**src/hdl/vpdi_pkg.sv**
```systemverilog
// ----------------------------------------------------------------------------
// vpdi_pkg
// Shared types and constants of the vertex pair dedupe indexer.
// ----------------------------------------------------------------------------
package vpdi_pkg;
	localparam int TableDepth = 4096;
	localparam int AddrW  = $clog2(TableDepth);
	localparam int CountW = $clog2(TableDepth + 1);
	localparam int PosW   = 11;
	localparam int TexW   = 16;
	localparam int KeyW   = PosW + TexW;
	localparam int VertW  = 12;
	localparam int UcntW  = 13;

	typedef struct packed {
		logic [PosW-1:0] pos_index;
		logic [TexW-1:0] tex_index;
		logic            last_corner;
	} in_word_t;

	typedef struct packed {
		logic [VertW-1:0] vert_index;
		logic             was_new;
		logic             overflow;
		logic [UcntW-1:0] unique_count;
	} out_word_t;

	typedef struct packed {
		logic load;
		logic scan_start;
		logic scan_step;
		logic append;
		logic emit_hit;
		logic emit_miss;
		logic clear;
	} ctl_cmd_t;

	typedef struct packed {
		logic scan_done;
		logic hit;
		logic full;
	} ctl_sts_t;
endpackage

```
**src/hdl/vpdi_ctrl.sv**
```systemverilog
// ----------------------------------------------------------------------------
// vpdi_ctrl
// Sequencer: load, scan the table, emit a result word, handshake.
// ----------------------------------------------------------------------------
module vpdi_ctrl (
	input  logic               clk,
	input  logic               arst_n,
	input  logic               in_valid,
	output logic               in_ready,
	output logic               out_valid,
	input  logic               out_ready,
	input  vpdi_pkg::ctl_sts_t sts,
	output vpdi_pkg::ctl_cmd_t cmd
);
	typedef enum logic [1:0] {ST_IDLE, ST_SCAN, ST_EMIT} state_t;
	state_t state_q;
	logic   emit_go;

	assign emit_go = (state_q == ST_SCAN) && (sts.hit || sts.scan_done)
		&& (!out_valid || out_ready);
	assign in_ready = (state_q == ST_IDLE);

	always_comb begin
		cmd = '0;
		cmd.load       = in_valid && in_ready;
		cmd.scan_start = in_valid && in_ready;
		cmd.scan_step  = (state_q == ST_SCAN) && !sts.hit && !sts.scan_done;
		cmd.emit_hit   = emit_go && sts.hit;
		cmd.append     = emit_go && !sts.hit && !sts.full;
		cmd.emit_miss  = emit_go && !sts.hit;
		cmd.clear      = emit_go;
	end

	always_ff @(posedge clk or negedge arst_n) begin
		if (!arst_n) begin
			state_q   <= ST_IDLE;
			out_valid <= 1'b0;
		end else begin
			if (emit_go) out_valid <= 1'b1;
			else if (out_ready) out_valid <= 1'b0;
			case (state_q)
				ST_IDLE: if (in_valid) state_q <= ST_SCAN;
				ST_SCAN: if (emit_go) state_q <= ST_IDLE;
				default: state_q <= ST_IDLE;
			endcase
		end
	end
endmodule

```
**config.mk**
```make
export PLATFORM = sky130hd
export DESIGN_NAME = vpdi_ctrl
export DESIGN_NICKNAME = d
export VERILOG_FILES = /design/src/hdl/vpdi_pkg.sv /design/src/hdl/vpdi_ctrl.sv
export SDC_FILE = /design/constraint.sdc
export NUM_CORES = 1
export LEC_CHECK = 0
export ABC_AREA = 1
export BUFFER_PORTS_ARGS = -buffer_cell sky130_fd_sc_hd__buf_2
export CORE_AREA = 3 3 40 42
export CTS_CLUSTER_DIAMETER = 60
export DETAILED_ROUTE_END_ITERATION = 6
export DIE_AREA = 0 0 43 45
export GPL_ROUTABILITY_DRIVEN = 0
export HOLD_SLACK_MARGIN = 0.06
export PLACE_DENSITY = 0.42
export SETUP_SLACK_MARGIN = 0.2
export SLEW_MARGIN = 20
export SYNTH_ARGS = -nofsm -noshare
export SYNTH_HDL_FRONTEND = slang
export SYNTH_SLANG_ARGS = --single-unit
```
**constraint.sdc**
```tcl
create_clock -name clk -period 0.8 [get_ports clk]
set_input_delay 0.04 -clock clk [delete_from_list [all_inputs] [get_ports clk]]
set_output_delay 0.04 -clock clk [all_outputs]
set_load 0.02 [all_outputs]
```
==> results of run 1 <==
[placed cells by master (no fill, tap or decap)]
| master | count |
|---|---|
| clkbuf_1 | 1 |
| nor2_2 | 1 |
| buf_2 | 7 |
| nand2_1 | 1 |
| nand3_4 | 1 |
| nand4_1 | 1 |
| dfrtp_2 | 2 |
| nand2_2 | 3 |
| buf_6 | 10 |
| dlygate4sd3_1 | 1 |
| nor2_4 | 3 |
| inv_2 | 3 |
| buf_4 | 3 |
| clkbuf_4 | 3 |
| nand2_4 | 1 |
| inv_1 | 5 |
[how the worst max path moves through the flow]
stage                   to             startpoint  slack [ns]
floorplan           cmd[3]  out_valid$_DFFE_PN0P_        -0.1
global placement    cmd[2]  out_valid$_DFFE_PN0P_       -0.14
detailed placement  cmd[2]  out_valid$_DFFE_PN0P_       -0.13
CTS                 cmd[3]  out_valid$_DFFE_PN0P_       -0.36
global route        cmd[3]  out_valid$_DFFE_PN0P_       -0.38
finish              cmd[3]  out_valid$_DFFE_PN0P_       -0.32
[worst max-delay path: cells and delay by family, from the launching register on]
kind | cells | cell delay (ns)
buffers and inverters | 1 | 0.12
flip-flops | 1 | 0.41
AND/OR/NAND/NOR | 3 | 0.31
[power by group through the flow]
| stage | clock network (uW) | registers (uW) | logic [uW] |
|---|---|---|---|
| after floorplan | 0 | 243 | 381 |
| after global placement | 0 | 218 | 552 |
| after detailed placement | 0 | 218 | 553 |
| after CTS | 268 | 241 | 779 |
| after global routing | 287 | 240 | 983 |
| final | 254 | 233 | 919 |
[registers in the layout, indices dropped and copies added, names as in the netlist]
register   flops
out_valid      1
state_q        1
[cell families (layout without fill, tap and decap cells)]
kind of cell,Yosys count,count (layout),synth area share
flip-flops,2,2,0.333
buffers and inverters,10,33,0.300
AND/OR/NAND/NOR,11,11,0.367
[per-stage QoR]
step           cells  cell area (sq um)  TNS, ns
2_1_floorplan     23                171   -0.474
3_5_place_dp      53                265   -0.428
5_1_grt           61                405    -2.66
6_report          61                405    -2.16
3_3_place_gp      53                265   -0.448
4_1_cts           59                369    -2.16
[routing by layer]
metal	wire, um	GRT usage
met5	0	0
met4	5	0.0361
met3	56	0.0518
met2	211	0.0719
met1	211	0.0695
[final cells by class]
cell class	count	area share
Timing Repair Buffer	21	0.444
Multi-Input combinational cell	11	0.241
Sequential cell	2	0.130
Inverter	8	0.0741
Clock buffer	4	0.0648
Tap cell	15	0.0463
[what timing repair did]
action                                  4_1_cts  5_1_grt
resized for setup                            19        7
buffers inserted                              1        2
hold endpoints to repair                      2        0
hold buffers                                  1        0
pin swaps                                     2        2
cloned                                        0        0
endpoints found under the setup margin       11       11
==> run_results.csv, run 1 <==
group,metric,value,unit
worst_setup_path,rr_worst_depth,5,
power,finalPower,1410,uW
clock_tree,cts_htree_levels,1,
timing,layout_min_cycle_time,1.12,ns
clock_tree,worst_skew_pair.late_latency,0.23,ns
power,intPower,812,uW
global_route,overflow,0,
synthesis,synthCells,23,
cells_and_area,fillers,150,
cells_and_area,drive_gt1_frac,0.804,
power,swShare,0.422,
timing,maxSlewViolCount,0,
timing,layout_setup_ws,-0.320,ns
die,io_pins,16,
synthesis,yosysWarningCount,0,
power,p_clk_frac,0.181,
cells_and_area,diodes,0,
cells_and_area,ff_latch_area,52.6,sq um
synthesis,synthArstFlopShare,1.00,
worst_setup_path,r2r-start,"out_valid$_DFFE_PN0P_",
die,fp.dieArea,1940,sq um
power,pwr_density_cell,3470,nW/um^2
worst_setup_path,worstPathRequired,0.76,ns
synthesis,yosys-top-cells-area,"dfrtp_1 (33%), inv_1 (20%), buf_4 (10%), nor2_1 (10%), nand2_2 (8.3%)",
routing,wl_per_cell,7.95,um
timing,setup_violations,11,
worst_setup_path,criticalPathCategory,"reg -> out",
clock_tree,cts.clk_slew.worst_paths,0.04,ns
global_route,grt_pass1_wl,800,um
routing,wl,485,um
power,switching_power,593,uW
power,share_seq_of_total_power,0.166,
job,drv_cap,0,
run_status,failed_checks,"negative setup slack",
worst_setup_path,endpoint_kind,"primary output",
synthesis,synth_edf_count,0,
cells_and_area,syn_to_final_growth,170,%
timing,rsz0062_at_grt,"true",
timing,clock.fmax,0.893,GHz
synthesis,netlist.area_leader.share,0.333,
worst_setup_path,cp.arrival,1.08,ns
die,die_w,43,um
synthesis,synth_seq_cells,2,
worst_setup_path,r2r_end,"state_q[0]$_DFFE_PN0P_",
clock_tree,root_buffer,"clkbuf_4",
power,comb_power_share,0.654,
worst_setup_path,cp_slowest_cell,"dfrtp_2",
die,die_h,45,um
power,power_leakage,0.000224,uW
timing,min_period_over_period,1.40,
clock_tree,numCtsBuffers,3,
synthesis,synth.avg_cell_area,6.53,sq um
place,dp_hpwl,343,um
synthesis,ys_types,8,
timing,hold_violations,0,
hold_path,hold_class,"in -> async",
routing,remaining_drc_errors,0,
routing,vias,201,
place,portBuffers,15,
die,start_util,0.117,
clock_tree,cts_tree,"yes",
worst_setup_path,worstPathCellList,"nand2_4, nand4_1, nor2_2, buf_6",
timing,tightest_slew,0.121,ns
synthesis,synthFlopType,"dfrtp_1",
power,ir_worst_vdd,1.12,mV
worst_setup_path,cp-start-kind,"register",
timing,whs,0.123,ns
global_route,grt_pass1_vias,191,
place,post-place-ws,-0.134,ns
clock_tree,clkSinkCount,2,
die,coreArea,1280,sq um
run_status,outcome,"finished with violations",
synthesis,ys_seq_area_frac,0.333,
synthesis,synthTopCellsByCount,"inv_1 (8), nor2_1 (4), nand2_1 (3)",
routing,viasPerCell,3.30,
cells_and_area,nets,54,
synthesis,synth_most_common_cell,"inv_1",
synthesis,syn_nets,30,
cells_and_area,post-route-util,0.315,
global_route,grt_max_degree,5,
die,row_count,13,
synthesis,synth_top_area_cell,"dfrtp_1",
clock_tree,clockBufferDepth,2,
routing,drtIter0Drc,0,
global_route,grt_antenna_before_repair,0,
worst_setup_path,slowest_delay,0.41,ns
worst_setup_path,cp_max_fo,3,
global_route,track_usage,0.0599,
timing,skew,0.0103,ns
synthesis,netlist_area,150,sq um
worst_setup_path,ff2ff_setup_slack,-0.12,ns
routing,drt.antenna.violating_nets,0,
cells_and_area,multi_input_area,97.6,sq um
timing,slew_headroom,0.919,
routing,firstDrtPassIters,1,
Power figures use the tool's default switching activity.
==> run 2, diff against run 1 <==
--- a/config.mk
+++ b/config.mk
@@ -14,6 +14,7 @@
 export GPL_ROUTABILITY_DRIVEN = 0
 export HOLD_SLACK_MARGIN = 0.06
 export PLACE_DENSITY = 0.42
+export REMOVE_ABC_BUFFERS = 1
 export SETUP_SLACK_MARGIN = 0.2
 export SLEW_MARGIN = 20
 export SYNTH_ARGS = -nofsm -noshare
==> run_results.csv, run 2 (synthesized netlist as in run 1, its figures left out) <==
group,metric,value,unit
die,row_count,13,
clock_tree,clkSinkCount,2,
clock_tree,numCtsBuffers,3,
global_route,grt.busiest_layer,"met4",
die,coreArea,1280,sq um
run_status,outcome,"finished with violations",
timing,skew,0.00587,ns
global_route,grt_pass1_wl,621,um
routing,wl,455,um
die,start_util,0.117,
clock_tree,cts_tree,"yes",
timing,hold_violations,0,
cells_and_area,syn_to_final_growth,162,%
routing,vias,209,
die,die_w,43,um
timing,layout_min_cycle_time,1.14,ns
routing,drtIter0Drc,1,
die,io_pins,16,
job,drv_cap,0,
timing,clock.fmax,0.877,GHz
timing,fin_tns_setup,-2.36,ns
cells_and_area,diodes,0,
clock_tree,worst_skew_pair.late_latency,0.23,ns
global_route,use_met1,0.0530,
power,power_leakage,0.000229,uW
routing,drt.antenna.violating_nets,0,
cells_and_area,post-route-util,0.306,
worst_setup_path,cp.arrival,1.10,ns
timing,layout_setup_ws,-0.340,ns
global_route,grt_max_degree,5,
worst_setup_path,worstPathRequired,0.76,ns
global_route,overflow,0,
worst_setup_path,slowest_delay,0.37,ns
worst_setup_path,cp_slowest_cell,"dfrtp_1",
die,die_h,45,um
cells_and_area,reg_top3,"out_valid x1, state_q x1",
worst_setup_path,path_depth,5,
clock_tree,clockBufferDepth,2,
worst_setup_path,criticalPathCategory,"reg -> out",
worst_setup_path,crit_buf_inv,2,
place,portBuffers,15,
die,fp.dieArea,1940,sq um
place,dp_hpwl,326,um
timing,setup_violations,11,
routing,remaining_drc_errors,0,
timing,slew_headroom,0.891,
timing,maxSlewViolCount,0,
cells_and_area,drive_gt1_frac,0.702,
clock_tree,cts.clk_slew.worst_paths,0.03,ns
hold_path,hold_class,"in -> async",
run_status,failed_checks,"negative setup slack",
routing,wl_per_cell,7.34,um
global_route,grtUsageMet3,0.0239,
power,ir_worst_vdd,1.20,mV
cells_and_area,nets,56,
clock_tree,cts_htree_levels,1,
worst_setup_path,rr_worst_depth,6,
timing,tightest_slew,0.163,ns
timing,rsz0062_at_grt,"true",
worst_setup_path,path_delay_family,"flip-flops",
place,post-place-ws,-0.0723,ns
clock_tree,root_buffer,"clkbuf_4",
power,pwr_density_cell,3630,nW/um^2
global_route,grt_antenna_before_repair,0,
worst_setup_path,cp-start-kind,"register",
cells_and_area,final_cell_mix,"buf_4 (8), buf_6 (8), inv_1 (6), buf_2 (6)",
worst_setup_path,cp_max_fo,3,
global_route,track_usage,0.0491,
timing,min_period_over_period,1.43,
worst_setup_path,worstPathCellList,"nand2_2, buf_4, nand3_4, nor2_4, buf_6",
global_route,met2_usage,0.0569,
routing,firstDrtPassIters,2,
routing,viasPerCell,3.37,
worst_setup_path,endpoint_kind,"primary output",
global_route,grt_pass1_vias,170,
-- run 2: worst reg2reg max path, stage by stage, from the launching register on --
cell and delay [ns]:
dfrtp_1 0.37, nand2_2 0.09, buf_4 0.12, nand3_4 0.08, buf_6 0.13, nand2_1 0.05
inv_1 0.03
-- run 2: where the power goes --
group,switching (uW),internal (uW)
logic,462,538
registers,39.2,159
clock network,62.5,166
total,564,862
-- run 2: path summary, 6_finish.rpt --
check                                            from                endpoint  slack [ns]
worst max register to register  out_valid$_DFFE_PN0P_  state_q[0]$_DFFE_PN0P_       -0.19
worst min register to register  out_valid$_DFFE_PN0P_   out_valid$_DFFE_PN0P_        0.63
worst min-delay path                           arst_n   out_valid$_DFFE_PN0P_        0.13
worst max-delay path            out_valid$_DFFE_PN0P_                  cmd[2]       -0.34
max in group asynchronous                      arst_n  state_q[0]$_DFFE_PN0P_        0.56
min in group clk                             in_valid  state_q[0]$_DFFE_PN0P_        0.13
-- run 2: through the flow --
| stage | std cells | instance area (sq um) | total power, uW | hold slack, ns |
|---|---|---|---|---|
| final | 62 | 393 | 1430 | 0.127 |
| after global routing | 62 | 393 | 1520 | 0.131 |
| after detailed placement | 52 | 236 | 703 | -0.173 |
| after floorplan | 21 | 135 | 512 | -0.256 |
| after global placement | 52 | 236 | 703 | -0.174 |
| after CTS | 58 | 322 | 1160 | 0.0983 |
-- run 2: per-layer routing --
| layer | part of all wire | routed length (um) |
|---|---|---|
| met1 | 0.41 | 186 |
| met2 | 0.45 | 206 |
| met3 | 0.11 | 51 |
| met4 | 0.022 | 10 |
| met5 | 0 | 0 |
-- run 2: what timing repair did --
| action | 4_1_cts | 5_1_grt |
|---|---|---|
| buffers inserted | 2 | 4 |
| setup endpoints to repair | 11 | 11 |
| hold buffers | 1 | 0 |
| hold endpoints to repair | 2 | 0 |
| cloned | 0 | 0 |
| pin swaps | 1 | 2 |
| gates resized for setup | 14 | 12 |
-- run 2: area by class of cell --
cell class / count / area, sq um
Tap cell: 15 / 18.8
Multi-Input combinational cell: 11 / 77.6
Fill cell: 138 / 892
Clock buffer: 3 / 22.5
Timing Repair Buffer: 23 / 190
Inverter: 8 / 32.5
Sequential cell: 2 / 51.3
==> run 3, diff against run 2 <==
--- a/config.mk
+++ b/config.mk
@@ -5,8 +5,8 @@
 export SDC_FILE = /design/constraint.sdc
 export NUM_CORES = 1
 export LEC_CHECK = 0
-export ABC_AREA = 1
 export BUFFER_PORTS_ARGS = -buffer_cell sky130_fd_sc_hd__buf_2
+export CAP_MARGIN = 0
 export CORE_AREA = 3 3 40 42
 export CTS_CLUSTER_DIAMETER = 60
 export DETAILED_ROUTE_END_ITERATION = 6
==> run_results.csv, run 3 <==
group,metric,value,unit
run_status,outcome,"finished with violations",
run_status,failed_checks,"negative setup slack",
routing,viasPerCell,3.95,
timing,layout_min_cycle_time,1.14,ns
worst_setup_path,cp-start-kind,"register",
place,placed_area,262,sq um
worst_setup_path,ff2ff_setup_slack,-0.12,ns
die,row_count,13,
power,comb_power_share,0.678,
timing,clock.fmax,0.876,GHz
cells_and_area,syn_to_final_growth,162,%
worst_setup_path,path_delay_family,"flip-flops",
power,p_clk_frac,0.182,
global_route,grt_pass1_vias,226,
worst_setup_path,worstPathRequired,0.76,ns
timing,maxSlewViolCount,0,
routing,drt-met1-wl,268,um
place,dp_hpwl,466,um
synthesis,ys_seq_area_frac,0.328,
synthesis,netlist_area,153,sq um
routing,vias,217,
power,ir_worst_vdd,1.08,mV
synthesis,yosys-top-cells-area,"dfrtp_1 (33%), buf_4 (9.8%), and3_1 (8.2%), nand2b_1 (8.2%), nor4_2 (8.2%)",
power,swShare,0.378,
cells_and_area,nets,49,
timing,slew_headroom,0.814,
routing,firstDrtPassIters,2,
global_route,grt_pass1_wl,924,um
power,power_leakage,0.000197,uW
timing,min_period_over_period,1.43,
clock_tree,numCtsBuffers,3,
timing,tightest_slew,0.279,ns
worst_setup_path,endpoint_kind,"primary output",
synthesis,synthFlopType,"dfrtp_1",
routing,drtIter0Drc,1,
synthesis,netlist.area_leader.share,0.328,
synthesis,ys_types,13,
synthesis,synth.avg_cell_area,8.48,sq um
timing,layout_setup_ws,-0.341,ns
worst_setup_path,cp_max_fo,3,
worst_setup_path,r2r-start,"out_valid$_DFFE_PN0P_",
clock_tree,worst_skew_pair.late_latency,0.22,ns
synthesis,synthArstFlopShare,1.00,
worst_setup_path,cp_slowest_cell,"dfrtp_1",
cells_and_area,diodes,0,
worst_setup_path,r2r_end,"state_q[0]$_DFFE_PN0P_",
clock_tree,cts.clk_slew.worst_paths,0.03,ns
clock_tree,clkSinkCount,2,
synthesis,synthCells,18,
die,start_util,0.119,
die,die_h,45,um
global_route,track_usage,0.0674,
power,intPower,746,uW
global_route,grt_antenna_before_repair,0,
power,pwr_density_cell,3000,nW/um^2
place,portBuffers,15,
cells_and_area,fin_area,400,sq um
synthesis,synth_edf_count,0,
worst_setup_path,cp.arrival,1.10,ns
routing,drt.antenna.violating_nets,0,
job,drv_cap,0,
die,die_w,43,um
clock_tree,root_buffer,"clkbuf_4",
global_route,grt_max_degree,5,
worst_setup_path,worstPathCellList,"nor2b_4, nor4_2, buf_4",
routing,wl_met2,276,um
die,fp.dieArea,1940,sq um
routing,remaining_drc_errors,0,
timing,skew,0.000635,ns
global_route,overflow,0,
routing,top_layer,"met3",
timing,hold_violations,0,
worst_setup_path,criticalPathCategory,"reg -> out",
worst_setup_path,rr_worst_depth,4,
die,io_pins,16,
cells_and_area,final_cell_mix,"buf_6 (8), buf_2 (7), buf_4 (5)",
power,share_seq_of_total_power,0.141,
power,switching_power,454,uW
cells_and_area,reg_top3,"out_valid x1, state_q x1",
timing,setup_violations,11,
clock_tree,clockBufferDepth,2,
routing,met3_length,70,um
place,post-place-ws,-0.173,ns
worst_setup_path,crit_buf_inv,1,
worst_setup_path,slowest_delay,0.36,ns
routing,wl,615,um
hold_path,hold_class,"in -> async",
clock_tree,cts_tree,"yes",
synthesis,synthTopCellsByCount,"and3_1 (2), buf_4 (2), dfrtp_1 (2), nand2b_1 (2), nor2_1 (2)",
timing,rsz0062_at_grt,"true",
synthesis,synth_top_area_cell,"dfrtp_1",
clock_tree,cts_htree_levels,1,
synthesis,yosysWarningCount,0,
die,coreArea,1280,sq um
synthesis,synth_seq_cells,2,
routing,wl_per_cell,11.2,um
cells_and_area,final_common_cell,"buf_6",
cells_and_area,drive_gt1_frac,0.800,
==> run 3: kinds of logic (layout without fill, tap and decap cells) <==
logic type,after synthesis,in the layout,synth area share
flip-flops,2,2,0.328
AND/OR/NAND/NOR,11,11,0.459
AO/OA/AOI/OAI,2,2,0.0902
buffers and inverters,3,25,0.123
==> run 3: final cells by class <==
class,instances,area (sq um)
repair buffers,21,173
well taps,15,18.8
fillers,138,885
clock buffers,3,22.5
multi-input cells,13,133
flip-flops and latches,2,50.0
inverters,1,3.75
==> run 3: metrics by stage <==
stage	TNS [ns]	power [uW]	util	hold WS, ns	instances
2_1_floorplan	-1.12	435	-	-0.256	16
3_3_place_gp	-0.779	679	0.204	-0.168	50
3_5_place_dp	-0.815	675	0.204	-0.170	50
6_report	-2.40	1200	0.312	0.139	55
4_1_cts	-2.53	1170	0.297	0.0865	55
5_1_grt	-2.82	1270	0.312	0.141	55
==> run 3: what timing repair did <==
action | 4_1_cts | 5_1_grt
pin swaps | 2 | 0
setup buffers | 1 | 0
endpoints found under the hold margin | 2 | 0
resized for setup | 22 | 3
endpoints found under the setup margin | 11 | 11
hold buffers | 1 | 0
==> run 3: power by group through the flow <==
stage               logic (uW)  clock network [uW]  registers [uW]
detailed placement         502                   0             173
CTS                        764                 234             167
floorplan                  236                   0             199
global route               862                 237             173
global placement           506                   0             173
finish                     813                 218             169
==> run 3: worst max-delay path by stage <==
stage | start | endpoint | slack, ns | depth (start not counted)
floorplan | out_valid$_DFFE_PN0P_ | cmd[1] | -0.37 | 2
detailed placement | out_valid$_DFFE_PN0P_ | cmd[3] | -0.17 | 3
global placement | out_valid$_DFFE_PN0P_ | cmd[3] | -0.14 | 3
CTS | out_valid$_DFFE_PN0P_ | cmd[3] | -0.39 | 3
finish | out_valid$_DFFE_PN0P_ | cmd[3] | -0.34 | 3
global route | out_valid$_DFFE_PN0P_ | cmd[3] | -0.40 | 3
==> run 3: metal layers <==
metal,global-route usage,up-vias
met5,0,-
met4,0.0542,0
li1,-,105
met2,0.0928,15
met3,0.0279,0
met1,0.0819,97
